[src/hw/rtl/ptds_pkg.sv]
`default_nettype none

package ptds_pkg;

   localparam int unsigned DRIVE_COUNT = 5;
   localparam int unsigned LOCK_WIDTH  = 5;

   typedef logic [2:0]  phase_type;
   typedef logic [2:0]  err_type;
   typedef logic [1:0]  kind_type;
   typedef logic [6:0]  act_type;

   // request kinds
   localparam kind_type KIND_TICK    = 2'd0;
   localparam kind_type KIND_START   = 2'd1;
   localparam kind_type KIND_ABORT   = 2'd2;
   localparam kind_type KIND_PROCESS = 2'd3;

   // phases
   localparam phase_type PH_IDLE       = 3'd0;
   localparam phase_type PH_WAIT_POS   = 3'd1;
   localparam phase_type PH_WAIT_START = 3'd2;
   localparam phase_type PH_RUNNING    = 3'd3;
   localparam phase_type PH_REACHED    = 3'd4;
   localparam phase_type PH_ERROR      = 3'd5;

   // error codes
   localparam err_type ERR_NONE    = 3'd0;
   localparam err_type ERR_DRIVE   = 3'd1;
   localparam err_type ERR_TARGET  = 3'd2;
   localparam err_type ERR_HW      = 3'd3;
   localparam err_type ERR_INVALID = 3'd4;
   localparam err_type ERR_TIMEOUT = 3'd5;
   localparam err_type ERR_WRONG   = 3'd6;
   localparam err_type ERR_STALL   = 3'd7;

   // action flag masks
   localparam act_type ACT_UPDATE  = 7'h01;
   localparam act_type ACT_START   = 7'h02;
   localparam act_type ACT_STOP    = 7'h04;
   localparam act_type ACT_STARTED = 7'h08;
   localparam act_type ACT_DONE    = 7'h10;
   localparam act_type ACT_FAILED  = 7'h20;
   localparam act_type ACT_FREE    = 7'h40;

   // register indexes
   localparam logic [2:0] CSR_FRONT_RAISES = 3'd0;
   localparam logic [2:0] CSR_SAMPLE_TMO   = 3'd1;
   localparam logic [2:0] CSR_PROGRESS_TMO = 3'd2;
   localparam logic [2:0] CSR_MIN_TARGET   = 3'd3;
   localparam logic [2:0] CSR_MAX_TARGET   = 3'd4;
   localparam logic [2:0] CSR_HOLD_LOCK    = 3'd5;

   // register reset values
   localparam logic [15:0] SAMPLE_TMO_RESET   = 16'd250;
   localparam logic [15:0] PROGRESS_TMO_RESET = 16'd5000;

   // result field positions in rsp_tdata
   localparam int unsigned RSP_OK_BIT    = 0;
   localparam int unsigned RSP_FAIL_BIT  = 6;
   localparam int unsigned RSP_STATE_LSB = 14;
   localparam int unsigned RSP_ERR_LSB   = 17;

endpackage

`default_nettype wire

[src/hw/rtl/position_target_drive_sequencer.sv]
// Position target drive sequencer.
// Channels: req_* carries one item per transfer (tuser = kind: tick, start,
// abort, process; tdata = drive, target and sample fields). rsp_* returns
// exactly one result per item: action flags, direction, lock mask and the
// status after the item. csr_* writes one of six registers; it is always
// ready and should only be used while the block is idle.
// Latency: the result for an item is valid the cycle after its transfer.
// Throughput: one item per cycle while results are taken; the whole state
// update is one pass of combinational logic from the accepted item into the
// state and result registers.
// Stall: the result register holds while rsp_tready is low, and req_tready
// drops until it is taken; a new item is taken in the same cycle the held
// result leaves.
// Reset (synchronous, active high): phase idle, no error, drive 1, no known
// position, timers zero, registers at their defaults, no result pending.
`default_nettype none

module position_target_drive_sequencer
   import ptds_pkg::*;
(
   input  wire logic        clock,
   input  wire logic        reset,
   input  wire logic        req_tvalid,
   output logic             req_tready,
   // [7:0] drive_select, [15:8] target_request, [16] sample_present,
   // [17] sample_fault, [18] sample_ok, [26:19] sample_area,
   // [27] drive_ready, [31:28] zero
   input  wire logic [31:0] req_tdata,
   // [1:0] req_type
   input  wire logic [1:0]  req_tuser,
   output logic             rsp_tvalid,
   input  wire logic        rsp_tready,
   // [0] ok, [7:1] action_flags, [8] move_dir, [13:9] lock_bits,
   // [16:14] state_code, [19:17] error_code, [22:20] active_drive,
   // [30:23] target_now, [38:31] position_now, [39] position_known
   output logic [39:0]      rsp_tdata,
   input  wire logic        csr_valid,
   output logic             csr_ready,
   input  wire logic [2:0]  csr_index,
   input  wire logic [15:0] csr_data
);

   // configuration
   logic        front_raises_ff;
   logic [15:0] sample_tmo_ff;
   logic [15:0] progress_tmo_ff;
   logic [7:0]  min_target_ff;
   logic [7:0]  max_target_ff;
   logic [4:0]  hold_lock_ff;

   // sequencer state
   phase_type   phase_ff, phase_in;
   err_type     fault_ff, fault_in;
   logic [2:0]  drive_ff, drive_in;
   logic [7:0]  goal_ff, goal_in;
   logic [7:0]  seen_ff, seen_in;
   logic        seen_valid_ff, seen_valid_in;
   logic        dir_ff, dir_in;
   logic [7:0]  ref_ff, ref_in;
   logic [15:0] sample_age_ff, sample_age_in;
   logic [15:0] progress_age_ff, progress_age_in;

   // result register
   logic        rsp_valid_ff;
   logic [39:0] rsp_data_ff, rsp_data_in;

   // item fields
   logic [7:0]  drive_select;
   logic [7:0]  target_request;
   logic        sample_present;
   logic        sample_fault;
   logic        sample_ok;
   logic [7:0]  sample_area;
   logic        drive_ready;

   logic        req_fire;
   logic        active;
   logic        accepted;
   logic        done;
   logic        fail_hit;
   err_type     fail_code;
   logic        reach_hit;
   logic        prep_hit;
   logic        raises;
   logic        wrong;
   logic        need_up;
   logic        ok;
   act_type     act_flags;
   logic        act_dir;
   logic [4:0]  act_lock;
   logic [4:0]  drive_bit;

   assign drive_select   = req_tdata[7:0];
   assign target_request = req_tdata[15:8];
   assign sample_present = req_tdata[16];
   assign sample_fault   = req_tdata[17];
   assign sample_ok      = req_tdata[18];
   assign sample_area    = req_tdata[26:19];
   assign drive_ready    = req_tdata[27];

   assign req_tready = !rsp_valid_ff || rsp_tready;
   assign req_fire   = req_tvalid && req_tready;
   assign rsp_tvalid = rsp_valid_ff;
   assign rsp_tdata  = rsp_data_ff;
   assign csr_ready  = 1'b1;

   assign active = (phase_ff == PH_WAIT_POS) || (phase_ff == PH_WAIT_START) ||
                   (phase_ff == PH_RUNNING);
   assign raises = dir_ff ? !front_raises_ff : front_raises_ff;

   // lock bit of the chosen drive, none outside the lock field
   always_comb begin
      drive_bit = '0;
      if ((drive_ff >= 3'd1) && ({29'd0, drive_ff} <= LOCK_WIDTH)) begin
         drive_bit = 5'(5'd1 << (drive_ff - 3'd1));
      end
   end

   always_comb begin
      phase_in        = phase_ff;
      fault_in        = fault_ff;
      drive_in        = drive_ff;
      goal_in         = goal_ff;
      seen_in         = seen_ff;
      seen_valid_in   = seen_valid_ff;
      dir_in          = dir_ff;
      ref_in          = ref_ff;
      sample_age_in   = sample_age_ff;
      progress_age_in = progress_age_ff;
      ok              = 1'b0;
      accepted        = 1'b0;
      done            = 1'b0;
      fail_hit        = 1'b0;
      fail_code       = ERR_NONE;
      reach_hit       = 1'b0;
      prep_hit        = 1'b0;
      wrong           = 1'b0;
      need_up         = 1'b0;
      act_flags       = ACT_FREE;
      act_dir         = dir_ff;
      act_lock        = hold_lock_ff;

      unique case (req_tuser)
         KIND_TICK: begin
            if (active) begin
               if (sample_age_ff != 16'hFFFF) sample_age_in = sample_age_ff + 16'd1;
               if ((phase_ff == PH_RUNNING) && (progress_age_ff != 16'hFFFF)) begin
                  progress_age_in = progress_age_ff + 16'd1;
               end
            end
         end
         KIND_START: begin
            if ((drive_select < 8'd1) || ({24'd0, drive_select} > DRIVE_COUNT)) begin
               fault_in = ERR_DRIVE;
               phase_in = PH_ERROR;
            end else if ((target_request < min_target_ff) ||
                         (target_request > max_target_ff)) begin
               fault_in = ERR_TARGET;
               phase_in = PH_ERROR;
            end else begin
               drive_in        = drive_select[2:0];
               goal_in         = target_request;
               fault_in        = ERR_NONE;
               phase_in        = PH_WAIT_POS;
               ref_in          = '0;
               sample_age_in   = '0;
               progress_age_in = '0;
               ok              = 1'b1;
            end
         end
         KIND_ABORT: begin
            ok       = active;
            phase_in = PH_IDLE;
            fault_in = ERR_NONE;
         end
         KIND_PROCESS: begin
            if (sample_present) begin
               if (sample_fault) begin
                  if (active) begin
                     fail_hit  = 1'b1;
                     fail_code = ERR_HW;
                     done      = 1'b1;
                  end
               end else if (!sample_ok) begin
                  if ((phase_ff == PH_RUNNING) || (phase_ff == PH_WAIT_START)) begin
                     fail_hit  = 1'b1;
                     fail_code = ERR_INVALID;
                     done      = 1'b1;
                  end
               end else begin
                  seen_in       = sample_area;
                  seen_valid_in = 1'b1;
                  sample_age_in = '0;
                  accepted      = 1'b1;
               end
            end

            if (!done) begin
               unique case (phase_ff)
                  PH_WAIT_POS: begin
                     if (accepted) begin
                        if (sample_area == goal_ff) reach_hit = 1'b1;
                        else prep_hit = 1'b1;
                     end else if (sample_age_in >= sample_tmo_ff) begin
                        fail_hit  = 1'b1;
                        fail_code = ERR_TIMEOUT;
                     end
                  end
                  PH_WAIT_START: begin
                     if (sample_age_in >= sample_tmo_ff) begin
                        fail_hit  = 1'b1;
                        fail_code = ERR_TIMEOUT;
                     end else if (drive_ready) begin
                        act_flags = act_flags | ACT_START;
                        phase_in  = PH_RUNNING;
                        ok        = 1'b1;
                     end
                  end
                  PH_RUNNING: begin
                     if (accepted) begin
                        if (ref_ff != 8'd0) begin
                           wrong = raises ? (sample_area < ref_ff) : (sample_area > ref_ff);
                        end
                        if (wrong) begin
                           fail_hit  = 1'b1;
                           fail_code = ERR_WRONG;
                           done      = 1'b1;
                        end else begin
                           if (sample_area != ref_ff) begin
                              ref_in          = sample_area;
                              progress_age_in = '0;
                           end
                           if (raises ? (sample_area >= goal_ff) : (sample_area <= goal_ff)) begin
                              reach_hit = 1'b1;
                              done      = 1'b1;
                           end
                        end
                     end
                     if (!done) begin
                        if (sample_age_in >= sample_tmo_ff) begin
                           fail_hit  = 1'b1;
                           fail_code = ERR_TIMEOUT;
                        end else if (progress_age_in >= progress_tmo_ff) begin
                           fail_hit  = 1'b1;
                           fail_code = ERR_STALL;
                        end
                     end
                  end
                  default: begin
                  end
               endcase
            end

            if (fail_hit) begin
               fault_in  = fail_code;
               phase_in  = PH_ERROR;
               act_flags = act_flags | ACT_STOP | ACT_UPDATE | ACT_FREE | ACT_FAILED;
               ok        = 1'b1;
            end else if (reach_hit) begin
               act_flags = act_flags | ACT_STOP | ACT_UPDATE | ACT_FREE | ACT_DONE;
               phase_in  = PH_REACHED;
               ok        = 1'b1;
            end else if (prep_hit) begin
               need_up         = goal_ff > sample_area;
               dir_in          = (need_up == front_raises_ff) ? 1'b0 : 1'b1;
               ref_in          = sample_area;
               sample_age_in   = '0;
               progress_age_in = '0;
               act_flags       = (act_flags | ACT_STOP | ACT_UPDATE | ACT_STARTED) &
                                 ~ACT_FREE;
               act_dir         = dir_in;
               act_lock        = hold_lock_ff & ~drive_bit;
               phase_in        = PH_WAIT_START;
               ok              = 1'b1;
            end
         end
      endcase

      rsp_data_in = {seen_valid_in, seen_in, goal_in, drive_in, fault_in, phase_in,
                     act_lock, act_dir, act_flags, ok};
   end

   always_ff @(posedge clock) begin
      if (reset) begin
         front_raises_ff <= 1'b1;
         sample_tmo_ff   <= SAMPLE_TMO_RESET;
         progress_tmo_ff <= PROGRESS_TMO_RESET;
         min_target_ff   <= 8'd0;
         max_target_ff   <= 8'd255;
         hold_lock_ff    <= 5'd31;
      end else if (csr_valid) begin
         case (csr_index)
            CSR_FRONT_RAISES: front_raises_ff <= csr_data[0];
            CSR_SAMPLE_TMO:   sample_tmo_ff   <= csr_data;
            CSR_PROGRESS_TMO: progress_tmo_ff <= csr_data;
            CSR_MIN_TARGET:   min_target_ff   <= csr_data[7:0];
            CSR_MAX_TARGET:   max_target_ff   <= csr_data[7:0];
            CSR_HOLD_LOCK:    hold_lock_ff    <= csr_data[4:0];
            default: begin
            end
         endcase
      end
   end

   always_ff @(posedge clock) begin
      if (reset) begin
         phase_ff        <= PH_IDLE;
         fault_ff        <= ERR_NONE;
         drive_ff        <= 3'd1;
         goal_ff         <= '0;
         seen_ff         <= '0;
         seen_valid_ff   <= 1'b0;
         dir_ff          <= 1'b0;
         ref_ff          <= '0;
         sample_age_ff   <= '0;
         progress_age_ff <= '0;
      end else if (req_fire) begin
         phase_ff        <= phase_in;
         fault_ff        <= fault_in;
         drive_ff        <= drive_in;
         goal_ff         <= goal_in;
         seen_ff         <= seen_in;
         seen_valid_ff   <= seen_valid_in;
         dir_ff          <= dir_in;
         ref_ff          <= ref_in;
         sample_age_ff   <= sample_age_in;
         progress_age_ff <= progress_age_in;
      end
   end

   always_ff @(posedge clock) begin
      if (reset) begin
         rsp_valid_ff <= 1'b0;
      end else if (req_fire) begin
         rsp_valid_ff <= 1'b1;
      end else if (rsp_tready) begin
         rsp_valid_ff <= 1'b0;
      end
   end

   // hold the result until it is taken
   always_ff @(posedge clock) begin
      if (req_fire) rsp_data_ff <= rsp_data_in;
   end

endmodule

`default_nettype wire

[config.mk]
export PLATFORM = sky130hd
export DESIGN_NAME = position_target_drive_sequencer
export DESIGN_NICKNAME = d
export VERILOG_FILES = /design/src/hw/rtl/ptds_pkg.sv /design/src/hw/rtl/position_target_drive_sequencer.sv
export SDC_FILE = /design/constraint.sdc
export NUM_CORES = 1
export LEC_CHECK = 0
export ABC_AREA = 1
export BUFFER_PORTS_ARGS = -buffer_cell sky130_fd_sc_hd__buf_2
export CAP_MARGIN = 20
export CORE_UTILIZATION = 40
export DETAILED_ROUTE_END_ITERATION = 8
export PLACE_DENSITY = 0.65
export SETUP_SLACK_MARGIN = 0.4
export SLEW_MARGIN = 25
export SYNTH_ARGS = -nofsm -noshare
export SYNTH_HDL_FRONTEND = slang
export SYNTH_SLANG_ARGS = --single-unit
[constraint.sdc]
create_clock -name clock -period 3.47 [get_ports clock]
set_input_delay 0 -clock clock [delete_from_list [all_inputs] [get_ports clock]]
set_output_delay 0 -clock clock [all_outputs]
set_load 0.01 [all_outputs]
==> results.toml <==
[sta]
setup_repair_after_global_routing_missed_its_margin = "true"
fin_skew_ns = 0.00732
finalCriticalPeriod_ns = 3.38
fin_tns_setup_ns = 0
fmax_mhz = 296
drv_slew = 0
final_setup_violation_count = 0
timing.final.crit_share_pct = 97.3
timing_worst_slew_pin_value_ns = 0.868
finalHoldViolations = 0
slew_headroom_pct = 42.1

[global_routing]
grt_overflow = 0
grt_max_degree = 71
grt_pass1_vias = 7460
grt_antenna_before_repair = 0
grt_first_pass_wirelength_mm = 37.2
groute.usage.overall_pct = 21.0

[layout]
area.growth.synth_to_final_pct = 26.7
finalNetCount = 1451
antennaDiodeCount = 0
instances_no_fill = 1621
fillerInstances = 2077
post_route_cells_drive_above_1_share_pct = 20.1

[floorplanning]
io-pin-count = 101
die_width_um = 151
initial_utilization_pct = 40.7
die_area_um2 = 22800
chipHeight_um = 151
row_count = 54
core_area_um2 = 21800

[synthesis]
yosysSeqAreaShare_pct = 40.6
yosys_synthesis_warning_count = 0
syn_area_um2 = 8890
post-synth-top-area-fraction_pct = 27.5
synth.largest_area_cell = "dfxtp_1"
ys_seq_elements = 161
ys.flop_type = "dfxtp_1"
synth-async-reset-ratio_pct = 0
post_synth_num_cell_types = 45
syn-instance-count = 1191
synth_edf_count = 39
syn_area_per_cell_um2 = 7.47
synth_area_leaders = "dfxtp_1, edfxtp_1, ha_1"
postSynthNetCount = 1314

[route]
num_vias = 8262
met3RoutedLength_mm = 1.31
detail_route.iter0.violations = 517
drt-pass1-iter-count = 5
drcViolationCount = 0
routedLengthMet1_mm = 10.9
ant_nets = 0
met2WireLength_mm = 11.1
routed_wl_mm = 23.7
via_per_inst = 5.10
highest_layer = "met4"
wl_per_cell_um = 14.6

[placement]
placed_cells = 1544
post-dp-hpwl_mm = 16.2
portbufs = 95
finalWeightedCongestion = 0.843

[setup_path]
setup.worst_path.class = "flop to flop"
worst_ep_arrival_time_ns = 3.55
critical_path_required_ns = 3.64
crit_path_max_fanout = 7
cp-startpoint = "ref_ff[5]$_SDFFE_PP0P_"
critical_path.startpoint_type = "flop"
r2r_start = "ref_ff[5]$_SDFFE_PP0P_"
critical_path_end_type = "flop"
reg2reg_slack_ns = 0.09

[clock_network]
cts_buffer_depth = 2
h-tree-depth = 4
cts_tree = "done"
clkSinkCount = 161
tritoncts_buffer_count = 17
clk_pin_slew_ns = 0.07
worst_skew_pair.late_latency_ns = 0.43
cts-root-buf = "clkbuf_16"

[power]
comb_power_share_pct = 14.6
internal_power_w = 0.00348
cellLeakagePower_nw = 5.07
power.density_nw_per_um2 = 421
part_of_the_power_in_registers_pct = 43.5
ir_drop_uv = 393
p_sw_w = 0.00126
clock_power_share_pct = 42.0
power.share.switching_pct = 26.6

[job]
timing.max_cap.violations = 0

[worst_hold_path]
timing.hold.worst.class = "primary input to flop"
holdCritStartpoint = "req_tdata[0]"

[run_status]
run_status = "complete, no violations"
## cell usage in the layout, fill, tap and decap left out, drive strengths merged
cell and instances:
nand2 219, inv 201, buf 128, dfxtp 122, nor2 121, o21ai 110, a21oi 106, ha 65
nand3 46, edfxtp 39, dlygate4sd3 32, o211ai 23, nand4 20, clkbuf 19, a211oi 13, xor2 12
nor3 12, clkinv 9, a31oi 6, a21boi 5, nand3b 4, bufinv 4, nor4 4, o21a 3
xnor2 3, a221oi 3, o21bai 3, o31ai 2, a21o 2, o221ai 1, and3 1, or2 1
conb 1, clkinvlp 1
## state kept, by name, summed over array words and instances, names as in the netlist
register / flops
dir_ff: 1
drive_ff: 3
fault_ff: 3
front_raises_ff: 1
goal_ff: 8
hold_lock_ff: 5
max_target_ff: 8
min_target_ff: 8
phase_ff: 3
progress_age_ff: 16
progress_tmo_ff: 16
ref_ff: 8
rsp_tdata: 39
rsp_tvalid: 1
sample_age_ff: 16
sample_tmo_ff: 16
seen_ff: 8
seen_valid_ff: 1
## cell type report
cell class | instances | area, µm² | area share (%)
Clock inverter | 13 | 185 | 1.64
Multi-Input combinational cell | 786 | 4830 | 42.9
Clock buffer | 19 | 433 | 3.84
Sequential cell | 161 | 3620 | 32.2
Timing Repair inverter | 1 | 16.3 | 0.144
Inverter | 201 | 767 | 6.81
Tap cell | 280 | 350 | 3.11
Timing Repair Buffer | 160 | 1060 | 9.40
## power by group through the flow
stage / clock, W / sequential, W / combinational [W]
2_1_floorplan: 0 / 0.00211 / 0.000378
6_report: 0.00199 / 0.00206 / 0.000692
3_3_place_gp: 0 / 0.00210 / 0.000571
4_1_cts: 0.00202 / 0.00206 / 0.000645
5_1_grt: 0.00211 / 0.00207 / 0.000778
3_5_place_dp: 0 / 0.00210 / 0.000582
## kinds of logic after synthesis
logic type	count (synthesis)	share of synthesized area [%]
buffers and inverters	244	10.7
DFF	161	40.6
and+or+nand+nor	428	20.2
other	1	0.0422
AOI/OAI and AO/OA	277	17.8
xor gates and xnor gates	15	1.48
adders and majority gates	65	9.15
## stage by stage
stage | hold WS, ns | setup slack, ns | util, % | power [W] | instance area (µm²)
global placement | 0.235 | 0.0319 | 44.5 | 0.00267 | 9710
CTS | 0.00105 | 0.198 | 50.2 | 0.00473 | 11000
finish | 0.0142 | 0.0933 | 51.6 | 0.00475 | 11300
floorplan | 0.113 | 0.297 | - | 0.00248 | 8920
detailed placement | 0.242 | -0.0829 | 44.5 | 0.00268 | 9710
global route | 0.0197 | -0.105 | 51.6 | 0.00496 | 11300
## repair_timing
action | 4_1_cts | 5_1_grt
pin swaps | 33 | 33
hold buffers | 32 | 0
gates resized for setup | 55 | 56
setup endpoints to repair | 16 | 16
setup buffers | 7 | 5
hold endpoints to repair | 65 | 0
gates cloned | 1 | 0
## cells in the mapped netlist (3+ instances only)
master and number:
a211oi_1 13, a21boi_0 3, a21oi_1 97, a21oi_2 9, a221oi_1 3, a31oi_1 6, buf_2 6, clkbuf_1 33
dfxtp_1 122, edfxtp_1 39, ha_1 65, inv_1 195, inv_2 5, nand2_1 215, nand2_2 4, nand3_1 45
nand3b_1 4, nand4_1 20, nor2_1 118, nor2_2 3, nor3_1 10, nor4_1 3, o211ai_1 23, o21a_1 3
o21ai_0 103, o21ai_1 6, xnor2_1 3, xor2_1 12
## final timing paths
check	end	cells past startpoint
setup / recovery	rsp_tdata[0]$_DFFE_PP_	23
hold reg to reg	min_target_ff[0]$_SDFFE_PP0P_	2
hold / removal	rsp_tdata[20]$_DFFE_PP_	3
setup reg to reg	rsp_tdata[0]$_DFFE_PP_	23
## metal layers
layer	up-vias	global-route usage [%]
met1	3813	27.8
met5	-	0
met4	0	6.65
li1	4198	-
met3	31	4.01
met2	220	34.5
## worst max-delay path, stage by stage, from the launching register on
cell and delay (ns):
dfxtp_2 0.35, inv_2 0.05, ha_4 0.26, nand2_2 0.06, nor2_4 0.12, nand4_1 0.13, nand2_1 0.11, nand2_2 0.08
nand3_4 0.09, nand2_8 0.09, clkinv_8 0.10, nor2_1 0.05, ha_1 0.31, a21oi_2 0.13, o21ai_1 0.09, a21oi_2 0.15
nand3_2 0.14, nor2_4 0.11, o21ai_2 0.07, nand2_2 0.10, nand3_4 0.13, buf_4 0.19, o21ai_2 0.12, nand3_1 0.09
Power figures use the tool's default switching activity.
